<file path="config.mk">
export PLATFORM = sky130hd
export DESIGN_NAME = fraction_reduce_gcd
export DESIGN_NICKNAME = d
export VERILOG_FILES = /design/src/rtl/frg_pkg.sv /design/src/rtl/fraction_reduce_gcd.sv /design/src/rtl/frg_divider.sv
export SDC_FILE = /design/constraint.sdc
export NUM_CORES = 1
export LEC_CHECK = 0
export BUFFER_PORTS_ARGS = -buffer_cell sky130_fd_sc_hd__buf_2
export CORE_UTILIZATION = 55
export DETAILED_ROUTE_END_ITERATION = 8
export GPL_TIMING_DRIVEN = 0
export PLACE_DENSITY_LB_ADDON = 0.25
export SLEW_MARGIN = 20
export SYNTH_ARGS = -nofsm -noshare
export SYNTH_HDL_FRONTEND = slang
export SYNTH_HIERARCHICAL = 1
export SYNTH_SLANG_ARGS = --single-unit
</file>
<file path="constraint.sdc">
create_clock -name clock -period 15.17 [get_ports clock]
set_input_delay 1.517 -clock clock [delete_from_list [all_inputs] [get_ports clock]]
set_output_delay 1.517 -clock clock [all_outputs]
set_load 0.01 [all_outputs]
</file>
<file path="src/rtl/frg_pkg.sv">
// Shared definitions for the fraction reduce GCD block.
// Holds the default data width, sequencer state codes and the divider status type.
// No dependencies.
package frg_pkg;

   // Default field width of numerator, denominator and divisor
   localparam int DATA_WIDTH = 32;

   // Sequencer state codes
   localparam logic [2:0] ST_IDLE = 3'd0;
   localparam logic [2:0] ST_LOOP = 3'd1;
   localparam logic [2:0] ST_REM  = 3'd2;
   localparam logic [2:0] ST_DIVN = 3'd3;
   localparam logic [2:0] ST_DIVD = 3'd4;
   localparam logic [2:0] ST_DONE = 3'd5;

   // Status of the serial divider toward the sequencer
   typedef struct packed {
      logic busy;
      logic done;
   } div_status_type;

endpackage

</file>
<file path="src/rtl/fraction_reduce_gcd.sv">
// Top level of the fraction reduce GCD block: Euclid sequencer and output register.
// Uses frg_divider for every remainder and exact quotient; depends on frg_pkg.
//
//   channel  direction  tdata (low bit up)                              tuser
//   req      in         numerator_in, denominator_in                    -
//   rsp      out        numerator_out, denominator_out, common_divisor  zero_error
//
// Every Euclid step and both exact quotients run in turn through the shared serial divider,
// which yields one quotient bit per cycle; a transaction runs k Euclid steps (k up to
// about 46 at 32 bits) and then the two exact divisions, or none when both inputs are
// zero. A new request is taken only after the result has left the sequencer.
// Reset: synchronous, active high; clears sequencer, divider control and rsp_tvalid.
// Stalls: a finished result waits in the output register while the next request
// is taken; the sequencer holds in its done state only if that register is still full.
module fraction_reduce_gcd #(
   parameter int DATA_WIDTH = frg_pkg::DATA_WIDTH
) (
   input  logic                   clock,
   input  logic                   reset,
   input  logic                   req_tvalid,
   output logic                   req_tready,
   input  logic [((2 * DATA_WIDTH + 7) / 8) * 8 - 1:0] req_tdata,
                                               // numerator_in, denominator_in
   output logic                   rsp_tvalid,
   input  logic                   rsp_tready,
   output logic [((3 * DATA_WIDTH + 7) / 8) * 8 - 1:0] rsp_tdata,
                                               // numerator_out, denominator_out,
                                               // common_divisor
   output logic                   rsp_tuser    // zero_error
);

   localparam int REQ_W = ((2 * DATA_WIDTH + 7) / 8) * 8;
   localparam int RSP_W = ((3 * DATA_WIDTH + 7) / 8) * 8;
   localparam int W     = DATA_WIDTH;

   logic [2:0]   state_ff, state_in;
   logic         sn_ff, sn_in, sd_ff, sd_in, sa_ff, sa_in, sb_ff, sb_in;
   logic [W-1:0] mn_ff, mn_in, md_ff, md_in, ma_ff, ma_in, mb_ff, mb_in;
   logic [W-1:0] qn_ff, qn_in, qd_ff, qd_in;
   logic         zerr_ff, zerr_in;
   logic         rsp_valid_ff, rsp_valid_in;
   logic [RSP_W-1:0] rsp_data_ff, rsp_data_in;
   logic         rsp_user_ff, rsp_user_in;

   logic [W-1:0] num_raw, den_raw;
   logic [W-1:0] div_a, div_b, div_quo, div_rem;
   logic         div_start;
   frg_pkg::div_status_type div_status;
   logic [W-1:0] out_num, out_den, out_gcd;
   logic         out_free;

   frg_divider #(.DATA_WIDTH(DATA_WIDTH)) u_divider (
      .clock     (clock),
      .reset     (reset),
      .start     (div_start),
      .dividend  (div_a),
      .divisor   (div_b),
      .quotient  (div_quo),
      .remainder (div_rem),
      .status    (div_status)
   );

   assign num_raw  = req_tdata[W-1:0];
   assign den_raw  = req_tdata[2*W-1:W];
   assign out_free = ~rsp_valid_ff | rsp_tready;

   // Apply signs to the reduced magnitudes, wrapping to the field width
   always_comb begin
      out_num = (sn_ff ^ sa_ff) ? (W'(0) - qn_ff) : qn_ff;
      out_den = (sd_ff ^ sa_ff) ? (W'(0) - qd_ff) : qd_ff;
      out_gcd = sa_ff ? (W'(0) - ma_ff) : ma_ff;
   end

   // Euclid sequencer around the shared divider
   always_comb begin
      state_in     = state_ff;
      sn_in        = sn_ff;
      sd_in        = sd_ff;
      sa_in        = sa_ff;
      sb_in        = sb_ff;
      mn_in        = mn_ff;
      md_in        = md_ff;
      ma_in        = ma_ff;
      mb_in        = mb_ff;
      qn_in        = qn_ff;
      qd_in        = qd_ff;
      zerr_in      = zerr_ff;
      rsp_valid_in = rsp_valid_ff & ~rsp_tready;
      rsp_data_in  = rsp_data_ff;
      rsp_user_in  = rsp_user_ff;
      div_start    = 1'b0;
      div_a        = ma_ff;
      div_b        = mb_ff;
      case (state_ff)
         frg_pkg::ST_IDLE: begin
            if (req_tvalid) begin
               sn_in    = num_raw[W-1];
               sd_in    = den_raw[W-1];
               mn_in    = num_raw[W-1] ? (W'(0) - num_raw) : num_raw;
               md_in    = den_raw[W-1] ? (W'(0) - den_raw) : den_raw;
               sa_in    = num_raw[W-1];
               sb_in    = den_raw[W-1];
               ma_in    = num_raw[W-1] ? (W'(0) - num_raw) : num_raw;
               mb_in    = den_raw[W-1] ? (W'(0) - den_raw) : den_raw;
               state_in = frg_pkg::ST_LOOP;
            end
         end
         frg_pkg::ST_LOOP: begin
            if (mb_ff == '0) begin
               if (ma_ff == '0) begin
                  zerr_in  = 1'b1;
                  state_in = frg_pkg::ST_DONE;
               end else begin
                  zerr_in   = 1'b0;
                  div_start = 1'b1;
                  div_a     = mn_ff;
                  div_b     = ma_ff;
                  state_in  = frg_pkg::ST_DIVN;
               end
            end else begin
               div_start = 1'b1;
               state_in  = frg_pkg::ST_REM;
            end
         end
         frg_pkg::ST_REM: begin
            // Swap: divisor becomes dividend, remainder keeps old dividend sign
            if (div_status.done) begin
               sa_in    = sb_ff;
               ma_in    = mb_ff;
               sb_in    = sa_ff;
               mb_in    = div_rem;
               state_in = frg_pkg::ST_LOOP;
            end
         end
         frg_pkg::ST_DIVN: begin
            if (div_status.done) begin
               qn_in     = div_quo;
               div_start = 1'b1;
               div_a     = md_ff;
               div_b     = ma_ff;
               state_in  = frg_pkg::ST_DIVD;
            end
         end
         frg_pkg::ST_DIVD: begin
            if (div_status.done) begin
               qd_in    = div_quo;
               state_in = frg_pkg::ST_DONE;
            end
         end
         frg_pkg::ST_DONE: begin
            // Hand the result to the output register once it is free
            if (out_free) begin
               rsp_valid_in = 1'b1;
               rsp_user_in  = zerr_ff;
               if (zerr_ff) begin
                  rsp_data_in = '0;
               end else begin
                  rsp_data_in = RSP_W'({out_gcd, out_den, out_num});
               end
               state_in = frg_pkg::ST_IDLE;
            end
         end
         default: begin
            state_in = frg_pkg::ST_IDLE;
         end
      endcase
   end

   always_ff @(posedge clock) begin
      if (reset) begin
         state_ff     <= frg_pkg::ST_IDLE;
         rsp_valid_ff <= 1'b0;
      end else begin
         state_ff     <= state_in;
         rsp_valid_ff <= rsp_valid_in;
      end
      sn_ff       <= sn_in;
      sd_ff       <= sd_in;
      sa_ff       <= sa_in;
      sb_ff       <= sb_in;
      mn_ff       <= mn_in;
      md_ff       <= md_in;
      ma_ff       <= ma_in;
      mb_ff       <= mb_in;
      qn_ff       <= qn_in;
      qd_ff       <= qd_in;
      zerr_ff     <= zerr_in;
      rsp_data_ff <= rsp_data_in;
      rsp_user_ff <= rsp_user_in;
   end

   assign req_tready = (state_ff == frg_pkg::ST_IDLE);
   assign rsp_tvalid = rsp_valid_ff;
   assign rsp_tdata  = rsp_data_ff;
   assign rsp_tuser  = rsp_user_ff;

`ifndef SYNTH
   // Exact divisions only start with a nonzero divisor
   a_div_nonzero: assert property (@(posedge clock) disable iff (reset)
      (state_ff == frg_pkg::ST_DIVN || state_ff == frg_pkg::ST_DIVD) |-> ma_ff != '0)
      else $error("exact division with zero divisor");

   // A zero error result carries all-zero fields
   a_zero_fields: assert property (@(posedge clock) disable iff (reset)
      (rsp_valid_ff && rsp_user_ff) |-> rsp_data_ff == '0)
      else $error("zero error result with nonzero data");

   // Divider completes only while the sequencer waits for it
   a_done_state: assert property (@(posedge clock) disable iff (reset)
      div_status.done |-> (state_ff == frg_pkg::ST_REM || state_ff == frg_pkg::ST_DIVN ||
                           state_ff == frg_pkg::ST_DIVD))
      else $error("divider done outside a wait state");

   // Divider is never restarted while busy
   a_no_restart: assert property (@(posedge clock) disable iff (reset)
      div_status.busy |-> !div_start)
      else $error("divider restarted while busy");
`endif

endmodule

</file>
<file path="src/rtl/frg_divider.sv">
// Radix-2 restoring divider for unsigned magnitudes, one quotient bit per cycle.
// Dividend shifts out of a register one bit a cycle into the partial remainder.
// Depends on frg_pkg.
module frg_divider #(
   parameter int DATA_WIDTH = frg_pkg::DATA_WIDTH
) (
   input  logic                   clock,
   input  logic                   reset,
   input  logic                   start,
   input  logic [DATA_WIDTH-1:0]  dividend,
   input  logic [DATA_WIDTH-1:0]  divisor,
   output logic [DATA_WIDTH-1:0]  quotient,
   output logic [DATA_WIDTH-1:0]  remainder,
   output frg_pkg::div_status_type status
);

   localparam int CNT_W = $clog2(DATA_WIDTH + 1);

   logic [DATA_WIDTH-1:0] rem_ff, rem_in;
   logic [DATA_WIDTH-1:0] quo_ff, quo_in;
   logic [DATA_WIDTH-1:0] dsr_ff, dsr_in;
   logic [CNT_W-1:0]      cnt_ff, cnt_in;
   logic                  busy_ff, busy_in;
   logic                  done_ff, done_in;
   logic [DATA_WIDTH:0]   part;
   logic [DATA_WIDTH:0]   diff;
   logic                  fits;

   // Trial subtract of the divisor from the shifted partial remainder
   always_comb begin
      part = {rem_ff, quo_ff[DATA_WIDTH-1]};
      diff = part - {1'b0, dsr_ff};
      fits = ~diff[DATA_WIDTH];
   end

   // Load on start, then shift one quotient bit per cycle
   always_comb begin
      rem_in  = rem_ff;
      quo_in  = quo_ff;
      dsr_in  = dsr_ff;
      cnt_in  = cnt_ff;
      busy_in = busy_ff;
      done_in = 1'b0;
      if (start) begin
         rem_in  = '0;
         quo_in  = dividend;
         dsr_in  = divisor;
         cnt_in  = CNT_W'(DATA_WIDTH);
         busy_in = 1'b1;
      end else if (busy_ff) begin
         rem_in = fits ? diff[DATA_WIDTH-1:0] : part[DATA_WIDTH-1:0];
         quo_in = {quo_ff[DATA_WIDTH-2:0], fits};
         cnt_in = cnt_ff - CNT_W'(1);
         if (cnt_ff == CNT_W'(1)) begin
            busy_in = 1'b0;
            done_in = 1'b1;
         end
      end
   end

   always_ff @(posedge clock) begin
      if (reset) begin
         cnt_ff  <= '0;
         busy_ff <= 1'b0;
         done_ff <= 1'b0;
      end else begin
         cnt_ff  <= cnt_in;
         busy_ff <= busy_in;
         done_ff <= done_in;
      end
      rem_ff <= rem_in;
      quo_ff <= quo_in;
      dsr_ff <= dsr_in;
   end

   assign quotient    = quo_ff;
   assign remainder   = rem_ff;
   assign status.busy = busy_ff;
   assign status.done = done_ff;

endmodule
</file>
==> summary.txt <==
Route
  • Post-route DRC: 0
  • Via/cell ratio: 6.02
  • Detailed-route via count: 16300
  • DR pass1 iterations: 5
  • Routed wirelength normalized by instance count: 23.3 um
  • Final WL: 62.9 mm
  • Antenna-violating nets left: 0
  • Number of design-rule violations left by the first detailed-router iteration: 1363

Worst setup path
  • Sort of element at the start of the critical path: register
  • Arrival time reported for the critical path endpoint: 5.18 ns
  • Data required time at the worst endpoint: 15.46 ns
  • Launch point of the worst reg-to-reg path: ma_ff[0]$_DFFE_PP_
  • Worst setup path startpoint: ma_ff[0]$_DFFE_PP_
  • Worst-case reg-to-reg path depth: 12
  • Kind of critical path: reg -> reg
  • Flop-to-flop setup slack: 10.27 ns
  • Endpoint class of the critical path: register
  • Critical R2R Capture: u_divider/quotient[28]$_DFFE_PP_
  • Crit path max fanout: 31
  • Capture point of the critical path: u_divider/quotient[28]$_DFFE_PP_

Clock tree
  • Clock buffer depth: 3
  • Worst skew pair latency: 0.55 ns
  • Clock Sinks: 402
  • Number of buffers created by CTS: 40
  • Clock root buffer: sky130_fd_sc_hd__clkbuf_16
  • H-tree depth reported by CTS: 2
  • Setup bufs post-CTS: 0
  • Number of hold-repair buffers added at the cts stage: 0
  • TritonCTS clock tree: built
  • Cts repair resizes: 0
  • Worst-path clk slew: 0.06 ns

Cells and area
  • Number of filler cells placed in the layout: 3089
  • Fin util: 0.634
  • Ratio of cells with drive above 1 in the final layout: 0.180
  • Growth of design area from synthesis to finish: 13.6%
  • Number of nets in the final layout: 2260

Floorplan
  • I/O Pins: 167
  • Floorplan row count: 72
  • Starting utilization of the core area: 0.558
  • Width of the chip: 200 um
  • Die ar.: 40100 sq um
  • Die Y: 200 um
  • Core area: 38700 sq um

Synthesis
  • Syn Area/Cell: 11.2 sq um
  • Warnings from Yosys: 6
  • Cells after Synth: 1931
  • Post-Synthesis Cell Area: 21600 sq um
  • Synth Net Count: 2039

Global route
  • First-pass GRT wire length: 93.3 mm
  • Largest net degree at the start of global routing: 66
  • Antenna violations before repair: 0
  • Aggregate global-route resource usage: 0.310
  • Vias in the first global route: 15800
  • Remaining global-route overflow: 0

Pwr
  • Switching power as a share of total power: 0.315
  • Pint: 2.33 mW
  • Largest voltage drop on the vdd net: 0.0000955 V
  • Sw power: 1.07 mW
  • Clock power frac: 0.286
  • Power density of the placed cells: 139 nW/um^2
  • Fraction of power consumed by sequential logic: 0.423
  • Fraction of power consumed by combinational cells: 0.291
  • Static Leakage: 8.76 nW

Timing
  • Worst-case clock skew: 0.0177 ns
  • Share of the clock period used by the worst path after layout: 0.323
  • Final min period: 4.90 ns
  • Setup TNS: 0 ns
  • Unrepaired setup endpoints after global routing: no
  • Worst-case headroom to the max-slew limit: 0.263
  • Final setup violation count: 0
  • Slew Viols, Final: 0
  • Transition at the pin with the smallest max-transition slack: 1.10 ns
  • Highest attainable clock frequency: 204 MHz
  • Hold Fails Final Rpt: 0

Run status
  • Status: finished clean

Placement
  • Count of buffers from port buffering: 164
  • Global placement routability congestion: 0.976
  • Post-detail-place hpwl: 50.0 mm

Min path
  • Worst min path class: reg -> reg

Job
  • Max Cap Violations: 0
-- power by group through the flow --
stage / logic (mW) / registers [mW] / clock network (mW)
6_report: 0.992 / 1.44 / 0.972
5_1_grt: 1.08 / 1.45 / 1.01
4_1_cts: 0.982 / 1.44 / 0.975
3_5_place_dp: 0.975 / 1.46 / 0
3_3_place_gp: 0.951 / 1.46 / 0
2_1_floorplan: 0.767 / 1.41 / 0
-- layout make-up --
type                       instances  area (sq um)  area share
clock inverter                    21           210     0.00856
clock buffer                      49          1060      0.0430
antenna                            1          2.50    0.000102
timing repair buffer             179           971      0.0396
buffer                           111           534      0.0218
inverter                          95           357      0.0145
sequential                       402         11600       0.474
tap                              518           648      0.0264
multi-input combinational       1323          9130       0.372
-- critical path, cell delays in order (launching register included) --
cell and delay [ns]:
sky130_fd_sc_hd__edfxtp_1 0.49, sky130_fd_sc_hd__inv_1 0.18, sky130_fd_sc_hd__ha_1 0.26, sky130_fd_sc_hd__nor3b_1 0.43
sky130_fd_sc_hd__nand4_1 0.41, sky130_fd_sc_hd__or4_4 0.67, sky130_fd_sc_hd__inv_1 0.16, sky130_fd_sc_hd__a211o_1 0.21
sky130_fd_sc_hd__nand2_2 0.18, sky130_fd_sc_hd__buf_12 0.23, sky130_fd_sc_hd__buf_1 0.47, sky130_fd_sc_hd__buf_1 0.48
sky130_fd_sc_hd__mux2_2 0.39
-- worst min path at each step --
stage	from	endpoint	cells after the start
2_1_floorplan	zerr_ff$_DFFE_PP_	rsp_tuser$_DFFE_PP_	0
3_3_place_gp	u_divider/quotient[25]$_DFFE_PP_	qd_ff[25]$_DFFE_PP_	0
3_5_place_dp	zerr_ff$_DFFE_PP_	rsp_tuser$_DFFE_PP_	0
4_1_cts	zerr_ff$_DFFE_PP_	rsp_tuser$_DFFE_PP_	0
5_1_grt	zerr_ff$_DFFE_PP_	rsp_tuser$_DFFE_PP_	0
6_report	zerr_ff$_DFFE_PP_	rsp_tuser$_DFFE_PP_	0
-- routing by layer --
| metal | vias up | track usage | share of wire |
|---|---|---|---|
| li1 | 7633 | - | - |
| met1 | 7794 | 0.383 | 0.40 |
| met2 | 702 | 0.548 | 0.50 |
| met3 | 127 | 0.0301 | 0.057 |
| met4 | 0 | 0.139 | 0.045 |
| met5 | - | 0 | 0 |
-- per-stage QoR --
step,area (sq um),power (mW),setup WS (ns),cells,hold WS [ns]
floorplan,21600,2.18,4.98,1931,0.424
global placement,23100,2.42,0.851,2613,0.460
detailed placement,23300,2.44,10.37,2628,0.463
CTS,24500,3.40,10.34,2698,0.477
global route,24500,3.55,10.21,2698,0.493
finish,24500,3.41,10.27,2699,0.477
-- cells in the final DEF (no fill, tap or decap), types with 6 or more instances in the layout --
cell type and instances:
sky130_fd_sc_hd__edfxtp_1 358, sky130_fd_sc_hd__nor2_1 207, sky130_fd_sc_hd__buf_2 177, sky130_fd_sc_hd__xnor2_1 145, sky130_fd_sc_hd__nand2_1 138, sky130_fd_sc_hd__mux2_2 104
sky130_fd_sc_hd__inv_1 93, sky130_fd_sc_hd__clkbuf_1 89, sky130_fd_sc_hd__o21ai_0 76, sky130_fd_sc_hd__a21oi_1 65, sky130_fd_sc_hd__nor3_1 45, sky130_fd_sc_hd__dfxtp_1 44
sky130_fd_sc_hd__o31ai_1 41, sky130_fd_sc_hd__clkbuf_16 41, sky130_fd_sc_hd__ha_1 39, sky130_fd_sc_hd__xor2_1 36, sky130_fd_sc_hd__a211oi_1 33, sky130_fd_sc_hd__o22ai_1 32
sky130_fd_sc_hd__mux2i_1 31, sky130_fd_sc_hd__o41ai_1 29, sky130_fd_sc_hd__nor4_1 25, sky130_fd_sc_hd__or3_1 24, sky130_fd_sc_hd__or4_1 21, sky130_fd_sc_hd__and3_1 19
sky130_fd_sc_hd__a211o_1 18, sky130_fd_sc_hd__nand3_1 18, sky130_fd_sc_hd__a31oi_1 18, sky130_fd_sc_hd__a221o_1 16, sky130_fd_sc_hd__nand4_1 13, sky130_fd_sc_hd__nand2b_1 12
sky130_fd_sc_hd__a41oi_1 12, sky130_fd_sc_hd__buf_1 10, sky130_fd_sc_hd__a21o_1 10, sky130_fd_sc_hd__buf_4 9, sky130_fd_sc_hd__clkinv_1 8, sky130_fd_sc_hd__mux2_1 7
sky130_fd_sc_hd__buf_6 6, sky130_fd_sc_hd__or2_2 6
-- state kept, by name, indices dropped and copies added (netlist names) --
signal,cells
u_divider/quotient,32
sb_ff,1
qd_ff,32
ma_ff,32
qn_ff,32
zerr_ff,1
rsp_tdata,96
rsp_tvalid,1
sn_ff,1
rsp_tuser,1
mb_ff,32
mn_ff,32
sd_ff,1
sa_ff,1
u_divider/dsr_ff,32
u_divider/cnt_ff,6
u_divider/busy_ff,1
md_ff,32
state_ff,3
u_divider/done_ff,1
u_divider/remainder,32
Power figures use the tool's default switching activity.
